[config.mk]
export PLATFORM = sky130hd
export DESIGN_NAME = cpc_mult
export DESIGN_NICKNAME = d
export VERILOG_FILES = /design/src/hdl/cpc_pkg.sv /design/src/hdl/cpc_mult.sv
export SDC_FILE = /design/constraint.sdc
export NUM_CORES = 2
export LEC_CHECK = 0
export ABC_AREA = 0
export ABC_CLOCK_PERIOD_IN_PS = 8900
export BUFFER_PORTS_ARGS = -buffer_cell sky130_fd_sc_hd__buf_2
export CAP_MARGIN = 20
export CORE_AREA = 2 2 318 320
export DETAILED_ROUTE_END_ITERATION = 8
export DIE_AREA = 0 0 320 322
export PLACE_DENSITY = 0.59
export SETUP_SLACK_MARGIN = 0.15
export SYNTH_ARGS = -nofsm -noshare
export SYNTH_HDL_FRONTEND = slang
export SYNTH_SLANG_ARGS = --single-unit
[constraint.sdc]
create_clock -name clk -period 8.9 [get_ports clk]
set_input_delay 1.78 -clock clk [delete_from_list [all_inputs] [get_ports clk]]
set_output_delay 1.78 -clock clk [all_outputs]
set_load 0.01 [all_outputs]
[src/hdl/cpc_pkg.sv]
// ----------------------------------------------------------------------------
// cpc_pkg: shared types and constants of the cascaded position/current loop
// Number formats, register map, reset values and the bundles passed between
// the register file, the sequenced datapath and the shared multiplier.
// ----------------------------------------------------------------------------
`default_nettype none

package cpc_pkg;

	localparam int ADC_BITS  = 10;
	localparam int FRAC_BITS = 24;
	localparam int GAIN_FRAC = 20;
	localparam int PWM_MAX   = 254;

	localparam int POS_W     = 20;
	localparam int CODE_W    = ADC_BITS;
	localparam int GAIN_W    = 32;
	localparam int LIM_W     = 31;
	localparam int SIG_W     = 32;
	localparam int PROD_W    = 2 * GAIN_W;
	localparam int CFG_W     = 32;
	localparam int CFG_IDX_W = 3;

	localparam int ERR_W  = POS_W + 1;
	localparam int DERR_W = POS_W + 2;

	localparam int PWM_W = $clog2(PWM_MAX + 1);
	localparam int BIT_W = $clog2(PWM_W);
	localparam int NUM_W = LIM_W + PWM_W;

	// sense code to amps: 5 / (2.2 * full scale), rounded, Q8.24
	localparam longint unsigned ADC_FULL = (64'd1 << ADC_BITS) - 64'd1;
	localparam longint unsigned CUR_SCALE_L =
		((64'd50 << FRAC_BITS) + 64'd11 * ADC_FULL) / (64'd22 * ADC_FULL);
	localparam int SCALE_W = $clog2(CUR_SCALE_L + 1);
	localparam int IE_W    = ADC_BITS + SCALE_W;
	localparam logic [GAIN_W-1:0] CUR_SCALE = GAIN_W'(CUR_SCALE_L);

	// gain * signal rounding back to Q8.24
	localparam int RND_W  = PROD_W - GAIN_FRAC;
	localparam int TERM_W = RND_W + 1;
	localparam int ACC_W  = TERM_W + 1;
	localparam int SUM_W  = TERM_W + 2;

	// round(0.95 * L) = L - floor((L + 9) / 20); divide by 5 via reciprocal
	localparam logic [GAIN_W-1:0] RECIP5 = 32'hCCCC_CCCD;
	localparam int RECIP5_SHIFT = 34;
	localparam int BACK_BIAS    = 9;

	localparam logic [POS_W-1:0]  RST_SETPOINT    = 20'd83886;
	localparam logic [GAIN_W-1:0] RST_OUTER_PROP  = 32'd104857600;
	localparam logic [GAIN_W-1:0] RST_OUTER_INT   = 32'd524288;
	localparam logic [GAIN_W-1:0] RST_OUTER_DERIV = 32'd157286400;
	localparam logic [GAIN_W-1:0] RST_INNER_PROP  = 32'd12582912;
	localparam logic [GAIN_W-1:0] RST_INNER_INT   = 32'd31457280;
	localparam logic [LIM_W-1:0]  RST_CUR_LIMIT   = 31'd13874758;
	localparam logic [LIM_W-1:0]  RST_VOLT_LIMIT  = 31'd165423350;

	typedef enum logic [CFG_IDX_W-1:0] {
		REG_SETPOINT    = 3'd0,
		REG_OUTER_PROP  = 3'd1,
		REG_OUTER_INT   = 3'd2,
		REG_OUTER_DERIV = 3'd3,
		REG_INNER_PROP  = 3'd4,
		REG_INNER_INT   = 3'd5,
		REG_CUR_LIMIT   = 3'd6,
		REG_VOLT_LIMIT  = 3'd7
	} cfg_idx_t;

	typedef struct packed {
		logic [POS_W-1:0]  position_setpoint;
		logic [GAIN_W-1:0] outer_prop_gain;
		logic [GAIN_W-1:0] outer_int_gain;
		logic [GAIN_W-1:0] outer_deriv_gain;
		logic [GAIN_W-1:0] inner_prop_gain;
		logic [GAIN_W-1:0] inner_int_gain;
		logic [LIM_W-1:0]  current_limit;
		logic [LIM_W-1:0]  voltage_limit;
	} cfg_t;

	typedef struct packed {
		logic [GAIN_W-1:0] a;
		logic [GAIN_W-1:0] b;
	} mul_req_t;

endpackage

`default_nettype wire

[src/hdl/cpc_mult.sv]
// ----------------------------------------------------------------------------
// cpc_mult: shared 32 x 32 unsigned multiplier
// One product per cycle, registered; the sequencer reads it the cycle after.
// ----------------------------------------------------------------------------
`default_nettype none

module cpc_mult (
	input  wire logic                       clk,
	input  wire cpc_pkg::mul_req_t          req,
	output logic [cpc_pkg::PROD_W-1:0]      prod
);
	import cpc_pkg::*;

	logic [PROD_W-1:0] prod_q;

	always_ff @(posedge clk) begin
		prod_q <= PROD_W'(req.a) * PROD_W'(req.b);
	end

	assign prod = prod_q;

endmodule

`default_nettype wire

==> flow_summary_export.csv <==
group,metric,value,unit
placement,placed_cells,5208,
routing,route.final.wire_length,93900,um
critical_path,worstPathMaxFanout,15,
critical_path,crit_top_cell,"fa_1",
run,maxCapViolations,0,
outcome,outcome,"finished, final reports clean",
clocking,clock-root-buffer,"clkbuf_16",
yosys,post_synth_num_cell_types,57,
sta,fin_worst_hold_slack,2.08,ns
sta,tightestPinTransition,0.472,ns
clocking,cts_buffers,9,
critical_path,cp.required,9.20,ns
critical_path,critical_path.n_buffers_inverters,7,
yosys,synthCells,3748,
critical_path,worst_setup_path_end_kind,"flop",
yosys,ys_warn_count,0,
routing,detailedRoute.firstIterationViolations,1110,
sta,max_freq,117,MHz
routing,drc_errors,0,
yosys,ys_seq_elements,64,
grt,top_usage_layer,"met2",
die,io_pins,129,
grt,grt.total_usage,0.190,
placement,numPortBuffers,128,
sta,slew_headroom,0.683,
placement,globalplace.congestion,0.871,
yosys,postSynthNetCount,4972,
routing,routed_wire_length_per_instance,17.9,um
layout,num-nets-final,5147,
worst_hold_path,timing.hold.worst_path_depth,3,
critical_path,timing.critical_path.from_type,"input pin",
routing,route.detailed.vias_per_inst,4.75,
clocking,clk_transition_reported_paths,0.06,ns
grt,number_of_global_route_vias_before_repair,27300,
critical_path,setup.worst_path.class,"in2reg",
sta,final-max-slew-violation-count,0,
yosys,synth_enable_flop_cells,0,
yosys,synth_top_cell_area_share,0.517,
yosys,async_flop_share,0,
layout,area.growth.synth_to_final,11.2,%
critical_path,worst_path_dominant_cell_family,"adder cells",
grt,grt_overflow_total,0,
yosys,synth_top_cells_by_count,"896 x fa_1, 865 x inv_1, 602 x and2_1",
yosys,synth.top_cells.by_area,"fa_1 52%, and2_1 11%, ha_1 9.5%",
yosys,synthXorXnorAreaFrac,0.0152,
yosys,muxShareOfSynthArea,0.000289,
critical_path,cpMaxStageDelayCell,"fa_1",
die,core.rowCount,116,
worst_hold_path,min_delay_worst_endpoint,"prod[0]$_DFF_P_",
worst_hold_path,holdCritPathClass,"in2reg",
grt,use_met3,0.0194,
yosys,synthFlopType,"dfxtp_1",
layout,largest_register_ffs,64,
sta,period_needed,8.57,ns
yosys,synthesis.area_per_instance,9.25,sq um
grt,grt_antenna_before_repair,10,
yosys,synthesized_area_fraction_occupied_by_ao_oa_aoi_and_oai_cells,0.0415,
grt,grt_max_degree,27,
sta,rsz_0062_raised_after_global_routing,"true",
grt,grt_util_met1,0.226,
sta,report.final.setup_viol,0,
yosys,post-synth-top-count-cell,"fa_1",
die,die_w,320,um
yosys,synth_largest_area_cell,"fa_1",
die,die_h,322,um
clocking,cts_tree,"built",
critical_path,cp_data_arrival_time,8.87,ns
grt,grt_use_met2,0.354,
layout,layout-drive-gt1-share,0.109,
worst_hold_path,worst_hold_startpoint,"req[32]",
die,initial_cell_density_of_the_core,0.348,
sta,finalHoldViolCount,0,
clocking,cts_buffer_depth,2,
clocking,htree_num_levels,3,
yosys,synth_top_family_by_area,"adder cells",
yosys,synth_adder_area_share,0.612,
die,floorplan.die_area,103000,sq um
critical_path,critical_path.max_stage_delay,0.55,ns
routing,antenna_violating_nets_post_route,0,
sta,fin_crit_sh,0.963,
yosys,post_synth_and_or_nand_nor_area_fraction,0.176,
layout,instances_no_fill,5232,
routing,vias,24900,
yosys,synthesized_cell_area,34700,sq um
clocking,num_clock_sinks,64,
routing,drt_pre_antenna_iters,5,
yosys,yosysSeqAreaShare,0.0369,
die,core,99600,sq um
sta,fin_setup_tns,0,ns
placement,dp_hpwl,83900,um
grt,grt_first_pass_wirelength,151000,um
## cell usage in the layout (no fill, tap or decap), types with 4 or more instances in the layout
master	n
nor2_1	20
and2_1	602
a21o_1	40
buf_12	8
a31oi_1	11
inv_1	865
clkinvlp_4	6
xor2_1	25
o21ai_1	5
buf_4	250
buf_2	109
nand2_1	479
nand3_1	10
xnor2_1	35
and3_1	14
clkbuf_16	9
clkbuf_4	12
nand4_1	23
nor3_1	6
fa_1	893
o21bai_1	10
a21oi_2	4
dfxtp_1	64
o21ai_0	21
diode_2	6
o21a_1	9
ha_1	263
a221o_1	4
a21oi_1	61
## repair_timing
action | 4_1_cts | 5_1_grt
buffers inserted | 0 | 2
setup endpoints to repair | 2 | 14
pin swaps | 0 | 8
gates resized for setup | 6 | 39
hold buffers | 0 | 0
## routing by layer
layer,share of wire,vias to the layer above,wire length (um)
li1,-,11200,-
met1,0.39,13000,36400
met2,0.54,451,50700
met3,0.031,158,2870
met4,0.042,6,3930
met5,0.00045,-,42
## metrics by stage
stage / area, sq um / utilization / setup WS, ns
2_1_floorplan: 34700 / - / 0.367
3_3_place_gp: 38100 / 0.383 / -0.254
6_report: 38600 / 0.387 / 0.329
3_5_place_dp: 38100 / 0.383 / -0.298
5_1_grt: 38600 / 0.387 / 0.123
4_1_cts: 38400 / 0.386 / 0.193
## logic make-up (layout without fill, tap and decap cells)
kind of cell,Yosys count,in the layout
adder cells (fa/ha/maj),1159,1159
AND/OR/NAND/NOR,1177,1177
flip-flops,64,64
buffers and inverters,1085,1265
AO/OA/AOI/OAI,202,202
XOR/XNOR,60,60
multiplexers,1,1
other,0,6
## how the worst max path moves through the flow
stage                        from          endpoint  slack, ns  cells after the start
after detailed placement   req[9]  prod[62]$_DFF_P_      -0.30                     25
after floorplan           req[57]  prod[62]$_DFF_P_       0.37                     25
after global placement     req[9]  prod[62]$_DFF_P_      -0.25                     25
after global routing      req[57]  prod[62]$_DFF_P_       0.12                     24
final                     req[46]  prod[62]$_DFF_P_       0.33                     25
after CTS                 req[45]  prod[62]$_DFF_P_       0.19                     26
## cell type report
cell class	instances	area, sq um
diodes	6	15.0
clock buffers	10	239
clock inverters	6	45.0
fillers	10200	61000
inverters	865	3250
multi-input cells	2599	29400
flip-flops and latches	64	1280
well taps	1298	1620
repair buffers	384	2740
Power is not shown: default switching activity piles up to over one toggle a cycle in this logic, so the estimate is an artifact.
