[src/hdl/cpc_pkg.sv]
// ----------------------------------------------------------------------------
// cpc_pkg: shared types and constants of the cascaded position/current loop
// Number formats, register map, reset values and the bundles passed between
// the register file, the sequenced datapath and the shared multiplier.
// ----------------------------------------------------------------------------
`default_nettype none

package cpc_pkg;

	localparam int ADC_BITS  = 10;
	localparam int FRAC_BITS = 24;
	localparam int GAIN_FRAC = 20;
	localparam int PWM_MAX   = 254;

	localparam int POS_W     = 20;
	localparam int CODE_W    = ADC_BITS;
	localparam int GAIN_W    = 32;
	localparam int LIM_W     = 31;
	localparam int SIG_W     = 32;
	localparam int PROD_W    = 2 * GAIN_W;
	localparam int CFG_W     = 32;
	localparam int CFG_IDX_W = 3;

	localparam int ERR_W  = POS_W + 1;
	localparam int DERR_W = POS_W + 2;

	localparam int PWM_W = $clog2(PWM_MAX + 1);
	localparam int BIT_W = $clog2(PWM_W);
	localparam int NUM_W = LIM_W + PWM_W;

	// sense code to amps: 5 / (2.2 * full scale), rounded, Q8.24
	localparam longint unsigned ADC_FULL = (64'd1 << ADC_BITS) - 64'd1;
	localparam longint unsigned CUR_SCALE_L =
		((64'd50 << FRAC_BITS) + 64'd11 * ADC_FULL) / (64'd22 * ADC_FULL);
	localparam int SCALE_W = $clog2(CUR_SCALE_L + 1);
	localparam int IE_W    = ADC_BITS + SCALE_W;
	localparam logic [GAIN_W-1:0] CUR_SCALE = GAIN_W'(CUR_SCALE_L);

	// gain * signal rounding back to Q8.24
	localparam int RND_W  = PROD_W - GAIN_FRAC;
	localparam int TERM_W = RND_W + 1;
	localparam int ACC_W  = TERM_W + 1;
	localparam int SUM_W  = TERM_W + 2;

	// round(0.95 * L) = L - floor((L + 9) / 20); divide by 5 via reciprocal
	localparam logic [GAIN_W-1:0] RECIP5 = 32'hCCCC_CCCD;
	localparam int RECIP5_SHIFT = 34;
	localparam int BACK_BIAS    = 9;

	localparam logic [POS_W-1:0]  RST_SETPOINT    = 20'd83886;
	localparam logic [GAIN_W-1:0] RST_OUTER_PROP  = 32'd104857600;
	localparam logic [GAIN_W-1:0] RST_OUTER_INT   = 32'd524288;
	localparam logic [GAIN_W-1:0] RST_OUTER_DERIV = 32'd157286400;
	localparam logic [GAIN_W-1:0] RST_INNER_PROP  = 32'd12582912;
	localparam logic [GAIN_W-1:0] RST_INNER_INT   = 32'd31457280;
	localparam logic [LIM_W-1:0]  RST_CUR_LIMIT   = 31'd13874758;
	localparam logic [LIM_W-1:0]  RST_VOLT_LIMIT  = 31'd165423350;

	typedef enum logic [CFG_IDX_W-1:0] {
		REG_SETPOINT    = 3'd0,
		REG_OUTER_PROP  = 3'd1,
		REG_OUTER_INT   = 3'd2,
		REG_OUTER_DERIV = 3'd3,
		REG_INNER_PROP  = 3'd4,
		REG_INNER_INT   = 3'd5,
		REG_CUR_LIMIT   = 3'd6,
		REG_VOLT_LIMIT  = 3'd7
	} cfg_idx_t;

	typedef struct packed {
		logic [POS_W-1:0]  position_setpoint;
		logic [GAIN_W-1:0] outer_prop_gain;
		logic [GAIN_W-1:0] outer_int_gain;
		logic [GAIN_W-1:0] outer_deriv_gain;
		logic [GAIN_W-1:0] inner_prop_gain;
		logic [GAIN_W-1:0] inner_int_gain;
		logic [LIM_W-1:0]  current_limit;
		logic [LIM_W-1:0]  voltage_limit;
	} cfg_t;

	typedef struct packed {
		logic [GAIN_W-1:0] a;
		logic [GAIN_W-1:0] b;
	} mul_req_t;

endpackage

`default_nettype wire

[src/hdl/cpc_cfg_regs.sv]
// ----------------------------------------------------------------------------
// cpc_cfg_regs: configuration register file
// Setpoint, loop gains and limits, written through a plain indexed write port.
// ----------------------------------------------------------------------------
`default_nettype none

module cpc_cfg_regs (
	input  wire logic                          clk,
	input  wire logic                          arst_n,
	input  wire logic                          cfg_write,
	input  wire logic [cpc_pkg::CFG_IDX_W-1:0] cfg_index,
	input  wire logic [cpc_pkg::CFG_W-1:0]     cfg_data,
	output cpc_pkg::cfg_t                      cfg
);
	import cpc_pkg::*;

	cfg_t cfg_q;

	always_ff @(posedge clk or negedge arst_n) begin
		if (!arst_n) begin
			cfg_q.position_setpoint <= RST_SETPOINT;
			cfg_q.outer_prop_gain   <= RST_OUTER_PROP;
			cfg_q.outer_int_gain    <= RST_OUTER_INT;
			cfg_q.outer_deriv_gain  <= RST_OUTER_DERIV;
			cfg_q.inner_prop_gain   <= RST_INNER_PROP;
			cfg_q.inner_int_gain    <= RST_INNER_INT;
			cfg_q.current_limit     <= RST_CUR_LIMIT;
			cfg_q.voltage_limit     <= RST_VOLT_LIMIT;
		end else if (cfg_write) begin
			unique case (cfg_idx_t'(cfg_index))
				REG_SETPOINT:    cfg_q.position_setpoint <= cfg_data[POS_W-1:0];
				REG_OUTER_PROP:  cfg_q.outer_prop_gain   <= cfg_data[GAIN_W-1:0];
				REG_OUTER_INT:   cfg_q.outer_int_gain    <= cfg_data[GAIN_W-1:0];
				REG_OUTER_DERIV: cfg_q.outer_deriv_gain  <= cfg_data[GAIN_W-1:0];
				REG_INNER_PROP:  cfg_q.inner_prop_gain   <= cfg_data[GAIN_W-1:0];
				REG_INNER_INT:   cfg_q.inner_int_gain    <= cfg_data[GAIN_W-1:0];
				REG_CUR_LIMIT:   cfg_q.current_limit     <= cfg_data[LIM_W-1:0];
				REG_VOLT_LIMIT:  cfg_q.voltage_limit     <= cfg_data[LIM_W-1:0];
			endcase
		end
	end

	assign cfg = cfg_q;

endmodule

`default_nettype wire

[config.mk]
export PLATFORM = sky130hd
export DESIGN_NAME = cpc_cfg_regs
export DESIGN_NICKNAME = d
export VERILOG_FILES = /design/src/hdl/cpc_pkg.sv /design/src/hdl/cpc_cfg_regs.sv
export SDC_FILE = /design/constraint.sdc
export NUM_CORES = 1
export LEC_CHECK = 0
export BUFFER_PORTS_ARGS = -buffer_cell sky130_fd_sc_hd__buf_2
export CAP_MARGIN = 20
export CELL_PAD_IN_SITES_DETAIL_PLACEMENT = 1
export CELL_PAD_IN_SITES_GLOBAL_PLACEMENT = 1
export CORE_MARGIN = 4
export CORE_UTILIZATION = 44
export CTS_CLUSTER_SIZE = 16
export DETAILED_ROUTE_END_ITERATION = 16
export PLACE_DENSITY = 0.9
export SLEW_MARGIN = 20
export SYNTH_ARGS = -nofsm -noshare
export SYNTH_HDL_FRONTEND = slang
export SYNTH_SLANG_ARGS = --single-unit
[constraint.sdc]
create_clock -name clk -period 1.3 [get_ports clk]
set_input_delay 0.26 -clock clk [delete_from_list [all_inputs] [get_ports clk]]
set_output_delay 0.26 -clock clk [all_outputs]
set_load 0.05 [all_outputs]
==> results by group, run 1 <==
Status
  – Outcome: complete, but fails checks
  – Failing checks: setup timing

Min path
  – Worst hold start: cfg_data[18]
  – Hold depth: 2
  – Hold Path Class: input port to flop
  – Hold Path End: cfg[112]

Worst setup path
  – Worst reg2reg path depth: 3
  – R2r endpoint: cfg[201]
  – R2R Setup Slk: 170 ps
  – Top Family by Delay on Critical Path: flip-flops
  – Arrival time at the worst endpoint: approximately 1300 ps
  – Crit-path cells: buf_8
  – Worst Path Buf+Inv: 1
  – Startpoint types: flop
  – Req. time, crit path: about 1000 ps
  – Slowest cell on crit path: dfstp_2
  – Critical Path Max Stage Delay: about 580 ps
  – Critical path type: flop to output port
  – CP Capture Type: output port
  – Worst Path Max Fanout: 2
  – CP Depth: 1
  – Worst R2R Start: cfg[201]

STA
  – Slew margin rel.: between 60 and 70%
  – FMAX: 644 MHz
  – Worst Clk Skew: 0 ps
  – Worst-Margin Slew: 462 ps
  – Endpoints failing setup: around 240
  – Final worst setup slack: -252 ps
  – RSZ-0062 raised after global routing: yes
  – Pins Over Slew Limit: 0
  – Tcrit/Tclk final: 119%
  – Minimum clock period: 1550 ps
  – Hold Violations, Final: 0
  – Total negative slack: -28100 ps

Final layout
  – Design Area, Final: approximately 15000 um2
  – Syn-to-layout area delta: 69.2%
  – Final core utilization: 76.1%
  – Layout cells sized above 1: slightly above 80%
  – Final #Nets: about 1100
  – Max reg flops: around 240

Logic synthesis
  – Seq cells post-synth: 242
  – Synth Instances: approximately 520
  – Synth Area in Compound Gates: 0%
  – Largest family of logic cells by synthesized area: multiplexers
  – Synth Cell Area: 9130 um2
  – Simple-gate share of the synthesized area: 0.850%
  – Post-Synth XOR/XNOR Area: 0%
  – Synth Warn #: 0
  – Synth top area share: between 50% and 60%
  – Synth area leaders: dfrtp_1, mux2_2, dfstp_2
  – Synth Area in Adders: 0%
  – Post-synthesis mux area share: about 30%
  – Post-synthesis sequential area ratio: 67.1%
  – Synth Net Count: approximately 560
  – Synth Area per Inst: 17.5 um2
  – Area leader, netlist: dfrtp_1
  – Post-synth cell types: 11

GRT
  – Grt ovf: 0
  – Pin count of the biggest net entering global routing: 49
  – GRT Overall Usage: between 30% and 40%
  – Vias in the first global route: approximately 7800
  – Antenna violations before repair: 1
  – First-pass GRT wire length: around 56000 um

Pwr
  – Overall power: 35.3 mW
  – PwrDens: 2280 nW/um2
  – P_leak: about 7.4 nW
  – Worst VDD drop: ~1800 uV

Detailed routing
  – Routed wl met2: 24300 um
  – Drt pass-1 iters: 4
  – Vias/cell: ~5.6
  – Routed via count: just over 7000
  – DRC: 0
  – DR WL/cell: approximately 35 um
  – Top routing layer used: met4
  – Post-Route WL: roughly 46000 um
  – Met3 WL: 2640 um
  – Number of DRC markers in iteration 0: 391
  – Final ANT Viol Nets: 0
  – DRT met1 WL: about 16000 um

Clocking
  – TritonCTS clock tree: built
  – CTS clk-pin slew, worst paths: 70 ps
  – Clk root buf: clkbuf_16
  – Clk_lat worst skew: between 500 and 600 ps
  – Number of H-tree levels: 1
  – Inserted Clock Buffers: 27
  – Clock buffer depth: 3
  – Sink Count: approximately 240

Flow run
  – Max cap viols: 0

Die
  – Row count: 52
  – I/O Pins: 280
  – Die area: roughly 23000 um2
  – Initial Util: 45.0%
  – Die H: around 150 um
  – Die width: roughly 150 um
  – Core box area: 20300 um2

Placed design
  – Final GP Congestion: between 0.7 and 0.8
  – Post-DP HPWL: slightly below 20000 um
  – DP Area: approximately 12000 um2
  – Port Buffers: 279
-- synth_stat cells (all sizes together) --
master    n
nand4     1
nor4bb    3
nor4b     1
clkbuf    1
buf      28
dfrtp   190
mux2    242
nand4b    3
dfstp    52
-- kinds of logic after synthesis --
family | after synthesis
mux | 242
buf+inv | 29
flops | 242
simple gates | 8
-- through the flow --
step	cells	hold slack, ps	setup WS (ps)
6_report	1304	69.7	-252
5_1_grt	1304	69.6	-260
4_1_cts	1216	40.3	-221
3_5_place_dp	1084	211	-347
3_3_place_gp	1084	200	-278
2_1_floorplan	521	-35.6	-106
-- worst max-delay path by stage --
stage	endpoint	slack, ps	start
6_report	cfg[19]	-250	cfg[19]
5_1_grt	cfg[19]	-260	cfg[19]
4_1_cts	cfg[177]	-220	cfg[177]
3_5_place_dp	cfg[239]	-350	cfg_index[0]
3_3_place_gp	cfg[200]	-280	cfg_index[2]
2_1_floorplan	cfg[100]	-110	cfg_index[1]
-- where the power goes --
part           switching [mW]  internal [mW]
clock network            3.52           4.82
registers                1.83           9.48
logic                    9.15           6.46
-- per-layer routing --
layer / up-vias / track usage (%)
met2: 424 / 57.4
met1: 3887 / 36.3
met3: 138 / 7.42
li1: 2826 / -
met5: - / 0
met4: 0 / 15.3
-- placed cells by master, fill, tap and decap left out, types with 3 or more instances in the layout --
cell type and n:
mux2_2 175, clkbuf_1 6, buf_8 53, buf_12 19, buf_2 36, buf_6 190
dfrtp_1 190, bufinv_16 3, nand4b_1 3, clkbuf_16 27, clkinv_2 5, nor4bb_4 3
clkbuf_8 7, mux2_4 66, dfstp_2 52, buf_4 193
-- cell type report --
| cell class | instances | area, um2 |
|---|---|---|
| Sequential cell | 242 | 6120 |
| Timing Repair Buffer | 492 | 4950 |
| Fill cell | 1653 | 4860 |
| Multi-Input combinational cell | 250 | 3100 |
| Clock buffer | 40 | 795 |
| Tap cell | 270 | 338 |
| Clock inverter | 9 | 124 |
| Antenna cell | 1 | 2.50 |
-- timing repair --
action                     in CTS  in global routing
pin swaps                       0                  0
setup endpoints to repair     242                242
hold endpoints to repair       43                  0
setup buffers                  82                 87
resized for setup             536                  0
hold buffers                    1                  0
Note: power is estimated with default switching activity, not from simulation.
==> run 2, diff against run 1 <==
CORE_UTILIZATION = 45   (was 44)
PLACE_DENSITY = 0.92   (was 0.9)
==> run 2 against run 1 <==
Compared with the run above: the flow now stops in 5_1_grt; synthesized cell count unchanged; area after synthesis did not move.
==> results by group, run 2 <==
Placed design
  – DP Area: 11400 um2 (-0.94%)
  – Post-DP HPWL: 19200 um (-2.9%)
  – Pre-CTS WS: -316 ps (+30.6 ps)
  – Port Buffers: 279 (unchanged)
  – Final GP Congestion: 0.778 (+0.52%)

Logic synthesis
  – Synth Warn #: 0 (unchanged)
  – Top post-synthesis cells by count: mux2_2, dfrtp_1, dfstp_2
  – Area leader, netlist: dfrtp_1
  – Async SR Flop Fraction: 100% (unchanged)
  – Synth Net Count: 559 (unchanged)
  – Count leader, synth: mux2_2
  – Seq cells post-synth: 242 (unchanged)
  – Synth Instances: 521 (unchanged)
  – Synth top area share: 52.1% (unchanged)
  – Synth Cell Area: 9130 um2 (unchanged)
  – Post-synthesis sequential area ratio: 67.1% (unchanged)
  – Post-synth cell types: 11 (unchanged)
  – Top_reg_cell synth: dfrtp_1
  – EDFF count, synth: 0 (unchanged)
  – Synth Area per Inst: 17.5 um2 (unchanged)
  – Synth area leaders: dfrtp_1, mux2_2, dfstp_2

STA
  – Worst-path endpoint after global-route repair_timing: cfg[33]
  – WEP type: output port

Clocking
  – Clk root buf: clkbuf_16
  – Inserted Clock Buffers: 26 (-3.7%)
  – Clock buffer depth: 3 (unchanged)
  – Number of H-tree levels: 1 (unchanged)
  – Sink Count: 242 (unchanged)

GRT
  – Pin count of the biggest net entering global routing: 46
  – Antenna violations before repair: 4

Die
  – Initial Util: 46.3% (+1.3 points)
  – Die H: 150 um (-1.1%)
  – Row count: 51 (-1.9%)
  – Die width: 150 um (-1.1%)
  – I/O Pins: 280 (unchanged)

Status
  – Exit stage: 5_1_grt
  – Err: [ERROR DPL-0033] detailed placement checks failed during check placement.
  – Outcome: aborted with a tool error
run 2: stage by stage:
step	TNS [ps]	utilization, %	std cells
global placement	-49660	57.9	1072
detailed placement	-59340	57.9	1072
CTS	-18490	74.6	1202
floorplan	-8190	-	521
run 2: timing repair:
item | in CTS
pin swaps | 0
setup buffers | 81
endpoints found under the setup margin | 242
hold endpoints to repair | 126
gates resized for setup | 536
hold buffers | 1
run 2: kinds of logic after synthesis:
group                  share of synthesized area [%]
buffers and inverters                           2.21
and+or+nand+nor                                0.850
muxes                                           29.9
DFF                                             67.1
==> run 3, diff against run 2 <==
CELL_PAD_IN_SITES_DETAIL_PLACEMENT = default   (was 1)
CELL_PAD_IN_SITES_GLOBAL_PLACEMENT = default   (was 1)
CORE_UTILIZATION = 40   (was 45)
CTS_CLUSTER_SIZE = default   (was 16)
PLACE_DENSITY = default   (was 0.92)
PLACE_DENSITY_LB_ADDON = 0.15   (was default)
==> run 3 against run 2 <==
Compared with the run above: the flow now finishes, with violations (setup timing).
==> results by group, run 3 (synthesis gave the netlist of run 1 again) <==
Worst setup path
  – Critical Path Max Stage Delay: between 500 and 600 ps
  – CP Capture Type: output port
  – Req. time, crit path: 1040 ps
  – Top Family by Delay on Critical Path: flip-flops
  – Slowest cell on crit path: dfstp_2
  – Worst Path Buf+Inv: 1
  – Worst Path Max Fanout: 2
  – R2R Setup Slk: between 200 and 300 ps
  – CP Depth: 1
  – Worst reg2reg path depth: 3
  – Worst R2R Start: cfg[180]
  – Critical path type: flop to output port
  – Startpoint types: flop
  – Arrival time at the worst endpoint: ~1300 ps
  – Crit-path cells: buf_8
  – R2r endpoint: cfg[180]

STA
  – FMAX: between 600 and 700 MHz
  – Worst hold slack: 62.0 ps
  – RSZ-0062 raised after global routing: yes
  – Hold Violations, Final: 0
  – Total negative slack: -12730 ps
  – Worst-Margin Slew: a little over 300 ps
  – Minimum clock period: approximately 1500 ps
  – Pins Over Slew Limit: 0
  – Final worst setup slack: -209 ps
  – Endpoints failing setup: roughly 240
  – Worst Clk Skew: 0 ps
  – Tcrit/Tclk final: 116%
  – Slew margin rel.: between 70 and 80%

GRT
  – Grt ovf: 0
  – First-pass GRT wire length: around 40000 um
  – Pin count of the biggest net entering global routing: 56
  – Vias in the first global route: 6800
  – Antenna violations before repair: 0
  – GRT Overall Usage: about 20%

Flow run
  – Max cap viols: 0

Die
  – Die area: 25300 um2
  – Row count: 55 (+7.8%)
  – Die H: 159 um (+5.7%)
  – Initial Util: 40.4% (-5.9 points)
  – Core box area: between 20000 and 25000 um2
  – I/O Pins: 280 (unchanged)
  – Die width: 159 um (+5.7%)

Detailed routing
  – Routed via count: approximately 6000
  – Met3 WL: 1720 um
  – Final ANT Viol Nets: 0
  – Drt pass-1 iters: 4
  – DR WL/cell: roughly 21 um
  – Vias/cell: around 4.9
  – Routed wl met2: between 10000 and 15000 um
  – Post-Route WL: 25900 um
  – DRT met1 WL: around 11000 um
  – DRC: 0
  – Top routing layer used: met4
  – Number of DRC markers in iteration 0: roughly 160

Min path
  – Hold depth: 2
  – Worst hold start: cfg_data[31]
  – Hold Path End: cfg[93]
  – Hold Path Class: input port to flop

Clocking
  – Clock buffer depth: 3 (unchanged)
  – Inserted Clock Buffers: 26 (unchanged)
  – TritonCTS clock tree: built
  – Clk_lat worst skew: around 500 ps
  – CTS clk-pin slew, worst paths: roughly 60 ps
  – Number of H-tree levels: 1 (unchanged)
  – Clk root buf: clkbuf_16
  – Sink Count: 242 (unchanged)

Placed design
  – Port Buffers: 279 (unchanged)
  – Final GP Congestion: 0.776 (-0.26%)
  – Post-DP HPWL: 16900 um (-12%)
  – DP Area: 11300 um2 (-0.64%)

Final layout
  – Layout cells sized above 1: between 70% and 80%
  – N_diodes: 0
  – Max reg flops: around 240
  – Final #Nets: approximately 950
  – Syn-to-layout area delta: 59.0%
  – Design Area, Final: between 10000 and 15000 um2
  – Most frequent cells in the layout: dfrtp_1, buf_6, mux2_2
  – Final core utilization: 64.3%

Pwr
  – Worst VDD drop: 1300 uV
  – P_leak: roughly 6.8 nW
  – PwrDens: about 2200 nW/um2

Status
  – Failing checks: setup timing
  – Outcome: complete, but fails checks
run 3: worst max-delay path by stage:
stage                  from       end  slack (ps)
2_1_floorplan  cfg_index[1]  cfg[100]        -110
6_report           cfg[116]  cfg[116]        -210
3_3_place_gp   cfg_index[2]  cfg[164]        -290
3_5_place_dp   cfg_index[2]  cfg[183]        -320
4_1_cts            cfg[116]  cfg[116]        -220
5_1_grt            cfg[116]  cfg[116]        -240
run 3: final cells by class:
class / instances / area [um2]
Sequential cell: 242 / 6120
Clock buffer: 44 / 830
Fill cell: 1604 / 8060
Clock inverter: 2 / 12.5
Timing Repair Buffer: 388 / 4090
Tap cell: 285 / 357
Multi-Input combinational cell: 250 / 3100
run 3: through the flow:
stage | power [mW] | std cells | worst slack (ps)
3_3_place_gp | 20.8 | 1084 | -291
6_report | 31.6 | 1211 | -209
2_1_floorplan | 18.2 | 521 | -106
3_5_place_dp | 21.0 | 1084 | -322
5_1_grt | 32.8 | 1211 | -238
4_1_cts | 31.5 | 1177 | -223
run 3: what timing repair did:
item                       in CTS  in global routing
hold buffers                    1                  0
pin swaps                       0                  0
hold endpoints to repair      192                  0
setup endpoints to repair     242                242
resized for setup             536                  0
buffers inserted               46                 34
run 3: where the power goes:
part / internal (mW) / leakage (nW) / total [mW] / switching [mW]
combinational: 5.68 / 3.53 / 13.6 / 7.94
sequential: 9.49 / 2.83 / 10.9 / 1.39
clock: 4.30 / 0.411 / 7.13 / 2.83
total: 19.5 / 6.77 / 31.6 / 12.2
run 3: routing by layer:
metal / global-route usage (%) / vias to the layer above
met5: 0 / -
met4: 4.14 / 0
met3: 5.90 / 34
met2: 33.7 / 201
met1: 25.8 / 3099
li1: - / 2633
